===== config.mk =====
export PLATFORM = sky130hd
export DESIGN_NAME = v2e_sqrt_cell
export DESIGN_NICKNAME = d
export VERILOG_FILES = /design/src/rtl/v2e_pkg.sv /design/src/rtl/v2e_sqrt_cell.sv
export SDC_FILE = /design/constraint.sdc
export NUM_CORES = 1
export LEC_CHECK = 0
export BUFFER_PORTS_ARGS = -buffer_cell sky130_fd_sc_hd__buf_2
export CAP_MARGIN = 20
export CELL_PAD_IN_SITES_DETAIL_PLACEMENT = 0
export CELL_PAD_IN_SITES_GLOBAL_PLACEMENT = 2
export CORE_AREA = 2 2 379 381
export CTS_BUF_LIST = sky130_fd_sc_hd__clkbuf_16
export DETAILED_ROUTE_END_ITERATION = 6
export DIE_AREA = 0 0 381 383
export MAX_ROUTING_LAYER = met4
export PLACE_DENSITY_LB_ADDON = 0.25
export SYNTH_ARGS = -nofsm -noshare
export SYNTH_HDL_FRONTEND = slang
export SYNTH_SLANG_ARGS = --single-unit

===== constraint.sdc =====
create_clock -name clk -period 9.1 [get_ports clk]
set_clock_uncertainty 0.1 [all_clocks]
set_input_delay 1.82 -clock clk [delete_from_list [all_inputs] [get_ports clk]]
set_output_delay 1.82 -clock clk [all_outputs]
set_load 0.03 [all_outputs]

===== src/rtl/v2e_pkg.sv =====
// Shared constants, item types and helpers for the vector to Euler angles block.
package v2e_pkg;

	// Number formats and chain lengths
	localparam int FRAC_BITS = 16;
	localparam int DEG_FRAC = 24;
	localparam int CORDIC_STAGES = 24;
	localparam int ISQ_STEPS = 32;
	localparam int NORM_STEPS = 6;
	localparam int CW = 44;
	localparam int ZW = 34;
	localparam int ANG_W = 25;
	localparam int MPL_W = 17;
	localparam logic [MPL_W-1:0] MPL_RESET = 17'd66;

	// Pipeline depth from accept to result strobe
	localparam int LAT = 45 + CORDIC_STAGES;
	localparam int SB_LEN = NORM_STEPS + 2 + CORDIC_STAGES;

	// Configuration word index
	localparam logic REG_MPL = 1'b0;

	// Angles in accumulator units (DEG_FRAC fraction bits)
	localparam logic signed [ZW-1:0] D90 = ZW'(64'd90 << DEG_FRAC);
	localparam logic signed [ZW-1:0] D180 = ZW'(64'd180 << DEG_FRAC);
	localparam logic signed [ZW-1:0] D270 = ZW'(64'd270 << DEG_FRAC);

	// Output rounding
	localparam int SH = DEG_FRAC - FRAC_BITS;
	localparam logic signed [ZW-1:0] RND = (SH == 0) ? '0 : ZW'(64'd1 << (SH - 1));
	localparam logic signed [ZW-1:0] FULL = ZW'(64'd360 << FRAC_BITS);

	// Arctangent of 2^-i in degrees, DEG_FRAC fraction bits, rounded
	localparam logic [31:0] ATAN_TAB [32] = '{
		32'((64'd45000000000 * 64'd16777216 + 64'd500000000) / 64'd1000000000),
		32'((64'd26565051177 * 64'd16777216 + 64'd500000000) / 64'd1000000000),
		32'((64'd14036243468 * 64'd16777216 + 64'd500000000) / 64'd1000000000),
		32'((64'd7125016349 * 64'd16777216 + 64'd500000000) / 64'd1000000000),
		32'((64'd3576334375 * 64'd16777216 + 64'd500000000) / 64'd1000000000),
		32'((64'd1789910608 * 64'd16777216 + 64'd500000000) / 64'd1000000000),
		32'((64'd895173710 * 64'd16777216 + 64'd500000000) / 64'd1000000000),
		32'((64'd447614171 * 64'd16777216 + 64'd500000000) / 64'd1000000000),
		32'((64'd223810500 * 64'd16777216 + 64'd500000000) / 64'd1000000000),
		32'((64'd111905677 * 64'd16777216 + 64'd500000000) / 64'd1000000000),
		32'((64'd55952892 * 64'd16777216 + 64'd500000000) / 64'd1000000000),
		32'((64'd27976453 * 64'd16777216 + 64'd500000000) / 64'd1000000000),
		32'((64'd13988227 * 64'd16777216 + 64'd500000000) / 64'd1000000000),
		32'((64'd6994114 * 64'd16777216 + 64'd500000000) / 64'd1000000000),
		32'((64'd3497057 * 64'd16777216 + 64'd500000000) / 64'd1000000000),
		32'((64'd1748528 * 64'd16777216 + 64'd500000000) / 64'd1000000000),
		32'((64'd874264 * 64'd16777216 + 64'd500000000) / 64'd1000000000),
		32'((64'd437132 * 64'd16777216 + 64'd500000000) / 64'd1000000000),
		32'((64'd218566 * 64'd16777216 + 64'd500000000) / 64'd1000000000),
		32'((64'd109283 * 64'd16777216 + 64'd500000000) / 64'd1000000000),
		32'((64'd54642 * 64'd16777216 + 64'd500000000) / 64'd1000000000),
		32'((64'd27321 * 64'd16777216 + 64'd500000000) / 64'd1000000000),
		32'((64'd13660 * 64'd16777216 + 64'd500000000) / 64'd1000000000),
		32'((64'd6830 * 64'd16777216 + 64'd500000000) / 64'd1000000000),
		32'((64'd3415 * 64'd16777216 + 64'd500000000) / 64'd1000000000),
		32'((64'd1708 * 64'd16777216 + 64'd500000000) / 64'd1000000000),
		32'((64'd854 * 64'd16777216 + 64'd500000000) / 64'd1000000000),
		32'((64'd427 * 64'd16777216 + 64'd500000000) / 64'd1000000000),
		32'((64'd213 * 64'd16777216 + 64'd500000000) / 64'd1000000000),
		32'((64'd107 * 64'd16777216 + 64'd500000000) / 64'd1000000000),
		32'((64'd53 * 64'd16777216 + 64'd500000000) / 64'd1000000000),
		32'((64'd27 * 64'd16777216 + 64'd500000000) / 64'd1000000000)
	};

	typedef struct packed {
		logic signed [31:0] fwd_x;
		logic signed [31:0] fwd_y;
		logic signed [31:0] fwd_z;
		logic has_up;
		logic signed [31:0] up_x;
		logic signed [31:0] up_y;
		logic signed [31:0] up_z;
	} in_item_t;

	typedef struct packed {
		logic [ANG_W-1:0] pitch;
		logic [ANG_W-1:0] yaw;
		logic [ANG_W-1:0] roll;
	} out_item_t;

	// Square root and left-vector scaling chain
	typedef struct packed {
		logic signed [31:0] fx;
		logic signed [31:0] fy;
		logic signed [31:0] fz;
		logic has_up;
		logic vert;
		logic [63:0] v;
		logic [63:0] r;
		logic [63:0] m;
		logic signed [63:0] lx;
		logic signed [63:0] ly;
		logic signed [63:0] lz;
	} sq_t;

	// Operand pair on its way to normalization
	typedef struct packed {
		logic signed [63:0] x;
		logic signed [63:0] y;
		logic [63:0] m;
	} an_t;

	// Rotation chain state
	typedef struct packed {
		logic signed [CW-1:0] x;
		logic signed [CW-1:0] y;
		logic signed [ZW-1:0] z;
	} cr_t;

	// Per-pair override of the rotation result
	typedef struct packed {
		logic [2:0] spec;
		logic [2:0][ZW-1:0] zs;
	} side_t;

	function automatic logic [63:0] mag64(input logic signed [63:0] v);
		return (v < 0) ? 64'(-v) : 64'(v);
	endfunction

	// Round to output format and wrap into 0..360
	function automatic logic [ANG_W-1:0] to_out(input logic signed [ZW-1:0] z);
		logic signed [ZW-1:0] r;
		r = (z + RND) >>> SH;
		if (r < 0) r = r + FULL;
		if (r >= FULL) r = r - FULL;
		return r[ANG_W-1:0];
	endfunction

endpackage


===== src/rtl/v2e_sqrt_cell.sv =====
// One square-root digit step plus one scaling step of the left vector.
module v2e_sqrt_cell (
	input logic clk,
	input logic [4:0] idx,
	input v2e_pkg::sq_t d,
	output v2e_pkg::sq_t q
);

	logic [63:0] bit_w;
	logic [63:0] trial;
	v2e_pkg::sq_t nxt;

	// Try one root bit, halve left vector while its magnitude is too large
	always_comb begin
		nxt = d;
		bit_w = 64'd1 << (7'd62 - {1'b0, idx, 1'b0});
		trial = d.r + bit_w;
		if (d.v >= trial) begin
			nxt.v = d.v - trial;
			nxt.r = (d.r >> 1) + bit_w;
		end else begin
			nxt.r = d.r >> 1;
		end
		if (d.m >= 64'h0000_0000_8000_0000) begin
			nxt.m = d.m >> 1;
			nxt.lx = d.lx >>> 1;
			nxt.ly = d.ly >>> 1;
			nxt.lz = d.lz >>> 1;
		end
	end

	always_ff @(posedge clk) begin
		q <= nxt;
	end

endmodule


Word level (Yosys, flattened, before mapping)
Cells that the tools add are included.
- register bits after elaboration: 482
- output and inout bits: 482
- memories kept: 0
- latch bits: 0
- RAM bits: 0
- ROM bits: 0
- logic and storage cells: 23
- bits of input ports: 488
- mux-type cells: 3
- add/subtract/negate cells: 4
- divide/modulo/power cells: 0
- multipliers: 0
- shifts and indexed selects: 1
- eq/ne operators: 0
- reductions and logical operators: 0
- magnitude comparators: 2
- bitwise logic cells: 0
- operators with widths (operator ; count):
    $mux W255 ; 1
    $add A63 B64 Y64 ; 1
    $add A64 B64 Y64 ; 1
    $ge A64 B32 Y1 const B ; 1
    $ge A64 B64 Y1 ; 1
    $mux W64 ; 1
    $shl A1 B7 Y64 const A ; 1
    $sub A64 B64 Y64 ; 1
    $mux W63 ; 1
    $sub A6 B6 Y7 const A ; 1

Depth between registers and ports, before layout
- depth after elaboration: 5
- gate-level depth with buffers: 26
- depth with buffers taken out: 23

Worst setup path after synthesis
Ideal clock, no wire load.
- kind: input to register
- start: input port idx[0]
- end: register q[290] (netlist bit)
- path buffers: 3
- library setup time: 0.133 ns
- arrival: 6.689 ns
- stages: 24
- path slack: 2.178 ns
- data required time: 8.867 ns
- cell sequence: nand2b_1 > buf_2 > nor2_1 > ha_1 > a31o_2 > a31oi_1 > o31ai_1 > or2_2 > a31o_2 > a211oi_1 > nor2_1 > a221oi_1 > xor2_1 > ha_1 > and4_1 > and3_1 > nand3_1 > nor4_1 > a31oi_1 > o211ai_1 > a41o_1 > buf_2 > clkbuf_1 > a21oi_1
- RTL lines (item ; line ; text):
    start, declared ; v2e_sqrt_cell.sv:4 ; input logic [4:0] idx,
    end signal, assigned ; v2e_sqrt_cell.sv:33 ; q <= nxt;
    end, declared ; v2e_sqrt_cell.sv:6 ; output v2e_pkg::sq_t q

==> results.md <==
Clocking:
- Clock-pin slew was measured on the worst setup and hold paths at 0.06 ns.
- The buffer cell driving the clock tree root is sky130_fd_sc_hd__clkbuf_16.
- Buffers added to address setup during post-CTS repair amount to 0.
- The number of buffers between clock root and the deepest sink is 3.
- The number of CTS-inserted buffers is 68.
- The clock sink total is 482.
- After clock tree synthesis, the flow added hold-fix buffers numbering 0.
- TritonCTS built the clock tree.
- Gates resized during post-CTS repair numbered 0.
- The deepest level of the CTS H-tree is 3.

Placed design:
- The quantity of I/O buffers inserted on ports is a little under 1000.
- The cell area reported after detailed placement is between 30000 and 40000 um^2.
- The congestion estimate from routability-driven global placement came to 0.967.
- The post-DP HPWL is 144 mm.

Setup path:
- The critical path endpoint category is a register.
- The largest fanout on the critical path is 38.
- The most critical setup path has its startpoint at idx[0].
- In this design, the stage delay of the slowest critical-path cell is 0.66 ns.
- For the worst setup path, the data required time is 9.54 ns.
- The cell repeated most along the worst path is sky130_fd_sc_hd__nor2_1.
- The highest-delay cell along the critical path is sky130_fd_sc_hd__a41oi_4.
- The type of the worst setup path is in -> reg.
- The type of element launching the critical path is an input pin.
- The arrival time reported for the critical path endpoint is 7.94 ns.

Synthesis:
- The synthesized design contains between 400 and 500 register bits.
- The synthesized design spends more area on one cell type than any other, namely sky130_fd_sc_hd__dfxtp_1.
- After synthesis, the cell types taking the most area are sky130_fd_sc_hd__dfxtp_1 42%, sky130_fd_sc_hd__mux2_2 11%, sky130_fd_sc_hd__ha_1 6.8%, sky130_fd_sc_hd__a21oi_1 3.5%, sky130_fd_sc_hd__nand2_1 3.4%.
- The net count after synthesis is 3089.
- The number of distinct standard cells referenced by the synthesized netlist is 84.
- The synthesized area divided by synthesized cell count is 9.36 um^2.
- The number of cells produced by synthesis is 2474.
- The most frequent cell after synthesis is sky130_fd_sc_hd__dfxtp_1.
- In this run the biggest area consumer among cell types represents 41.7% of the synthesized area.
- The count of synthesis-stage warnings from yosys is 0.
- The fraction of registers with async set or reset after synthesis is 0%.
- In the synthesized netlist the dominant register cell turns out to be sky130_fd_sc_hd__dfxtp_1.
- The adder-cell share of the synthesized area is 6.98%.
- The area share of and/or/nand/nor cells after synthesis is 14.2%.
- Summing the areas of all compound-gate instances in the mapped netlist gives 17.0% of the synthesized area.
- The synthesized design contains 0 enable-type register cells.
- The commonest cells after synthesis are 482 x sky130_fd_sc_hd__dfxtp_1, 222 x sky130_fd_sc_hd__mux2_2, 210 x sky130_fd_sc_hd__nand2_1.
- After synthesis the cells add up to 23200 um^2.
- The proportion of synthesized area in mux cells is a little over a tenth.
- The main combinational cell family by area after synthesis is compound AO/OA/AOI/OAI gates.
- The sequential area share after synthesis is a little over two fifths.
- The xor/xnor share of the synthesized area is 6.31%.

Layout:
- The count of nets after finishing is 4019.
- The register with the most flip-flops in the final layout is q.
- The growth of design area from synthesis to finish is 40.0%.
- In the final layout, the share of cells above drive strength 1 is 39.5%.
- The number of flip-flops under the largest register name is 482.
- Once layout is done, the placed cells without fillers occupy 32400 um^2.
- The largest registers in the layout are q (482).
- The number of fill cells is 16000.

Timing:
- The setup TNS is 0 ns.
- The hold violation count in the final report is 0.
- The time the worst path needs with I/O delays and setup is 7.50 ns.
- Across all hold checks on the routed design, the worst slack comes to approximately 1.1 ns.
- Setup violations remaining at the end of the flow were counted as 0.
- Setup repair after global routing left no endpoint under its margin.
- Static timing analysis puts the maximum clock frequency at 133 MHz.
- The number of pins exceeding their max-slew limit in the final report is 0.
- The max-slew headroom at the worst pin is approximately 30%.
- The actual slew at the worst max-slew pin is roughly 1.1 ns.
- Dividing the final minimum period by the clock period gives 82.4%.

Global route:
- The first global-routing pass estimated 217 mm of wire.
- The initial antenna violation count is 92.
- The total grt overflow is 0.
- The pin count of the biggest net entering global routing is 144.
- The total routing resource utilization after global routing is a little under a quarter.
- The via count of the first global-routing pass was 23500.

Status:
- The run finished with clean final reports.

Route:
- The mean number of vias per cell is between 4 and 5.
- The average wire length per cell after detail routing is 30.7 um.
- For this block, the via count after detailed routing is 23000.
- The first detailed-routing pass ran for 5 iterations.
- The count of nets left with antenna violations once routing finished came out at 0.
- The number of remaining DRC errors is 0.
- The number of DRC violations after detailed-routing iteration 0 is ~1200.
- Wires add up to 166 mm.

Min path:
- The tightest min-delay check is of the in -> reg type.
- Along the worst hold path, the cell count comes to 1.
- The startpoint identified for the worst hold timing path is d[458].

Floorplanning:
- The floorplan row count is 139.
- In this run the vertical extent of the chip is 383 um.
- The initial core utilization is 16.3%.
- The number of primary I/O pins is 970.
- The die outline width is 381 um.
- The core region is 142000 um^2.
- The die covers around 150000 um^2.

Pwr:
- The analysis attributes to cell leakage a power of 14.2 nW.
- The maximum ir drop on the vdd rail is between 100 and 150 uV.
- The power per cell area is 204 nW/um^2.

Flow run:
- The number of maximum-capacitance violations is 0.
## through the flow
stage / setup WS [ns] / util, % / cells / total power, mW
after CTS: 1.51 / 22.7 / 5356 / 6.76
after global routing: 1.11 / 22.8 / 5395 / 6.91
after global placement: 0.838 / 21.2 / 5237 / 3.99
after floorplan: 2.18 / - / 2474 / 3.23
final: 1.60 / 22.8 / 5403 / 6.62
after detailed placement: 0.793 / 21.2 / 5237 / 3.97
## power by group
| part | internal [mW] | switching [mW] | leakage, nW | total [mW] |
|---|---|---|---|---|
| clock network | 1.56 | 1.15 | 1.10 | 2.71 |
| logic | 0.461 | 1.09 | 9.02 | 1.55 |
| registers | 2.28 | 0.0768 | 4.07 | 2.36 |
## logic make-up after synthesis
kind of cell	after synthesis
AO/OA/AOI/OAI	608
XOR/XNOR	167
adder cells (fa/ha/maj)	129
buffers and inverters	178
flip-flops	482
multiplexers	223
other	1
AND/OR/NAND/NOR	686
## worst max-delay path: cells and delay by family
kind	cells	cell delay [ns]
AOI/OAI and AO/OA	9	2.46
and+or+nand+nor	9	1.73
buffers and inverters	4	0.77
adders and majority gates	2	0.71
xor gates and xnor gates	2	0.39
## final timing paths
check,to
setup / recovery,q[283]
hold / removal,q[458]
## per-layer routing
metal  vias to the layer above  GRT usage [%]  routed length [um]
li1                      10900              -                   -
met1                     11200           24.9               66300
met2                       758           39.8               84700
met3                       153           6.06               10100
met4                         0           6.27                4580
met5                         -              -                   0
## cells in the final DEF (no fill, tap or decap), types with 20 or more instances in the layout
cell type / Yosys / layout
sky130_fd_sc_hd__and3_1: 25 / 25
sky130_fd_sc_hd__a21oi_1: 164 / 164
sky130_fd_sc_hd__a31oi_1: 64 / 64
sky130_fd_sc_hd__a21o_1: 37 / 37
sky130_fd_sc_hd__dfxtp_1: 482 / 482
sky130_fd_sc_hd__o21bai_1: 25 / 25
sky130_fd_sc_hd__o21a_1: 26 / 26
sky130_fd_sc_hd__clkbuf_16: 0 / 69
sky130_fd_sc_hd__nor3_1: 40 / 39
sky130_fd_sc_hd__inv_1: 46 / 57
sky130_fd_sc_hd__o21ai_0: 123 / 123
sky130_fd_sc_hd__ha_1: 126 / 126
sky130_fd_sc_hd__nor2b_1: 20 / 20
sky130_fd_sc_hd__a31o_2: 23 / 23
sky130_fd_sc_hd__nand3_1: 32 / 32
sky130_fd_sc_hd__nor4_1: 21 / 21
sky130_fd_sc_hd__nor2_1: 193 / 193
sky130_fd_sc_hd__nand4_1: 56 / 56
sky130_fd_sc_hd__o31ai_1: 20 / 20
sky130_fd_sc_hd__nand2_1: 210 / 210
sky130_fd_sc_hd__xor2_1: 87 / 87
sky130_fd_sc_hd__mux2_2: 222 / 222
sky130_fd_sc_hd__xnor2_1: 80 / 80
sky130_fd_sc_hd__diode_2: 0 / 47
sky130_fd_sc_hd__buf_2: 19 / 969
## final cells by class
class                   count  area, um^2  area share, %
multi-input cells        1814       12800           39.6
flip-flops and latches    482        9650           29.7
repair buffers            992        5080           15.7
well taps                1903        2380           7.34
clock buffers              69        1730           5.32
clock inverters            50         472           1.45
inverters                  46         173          0.532
diodes                     47         118          0.363
Power figures use the tool's default switching activity.
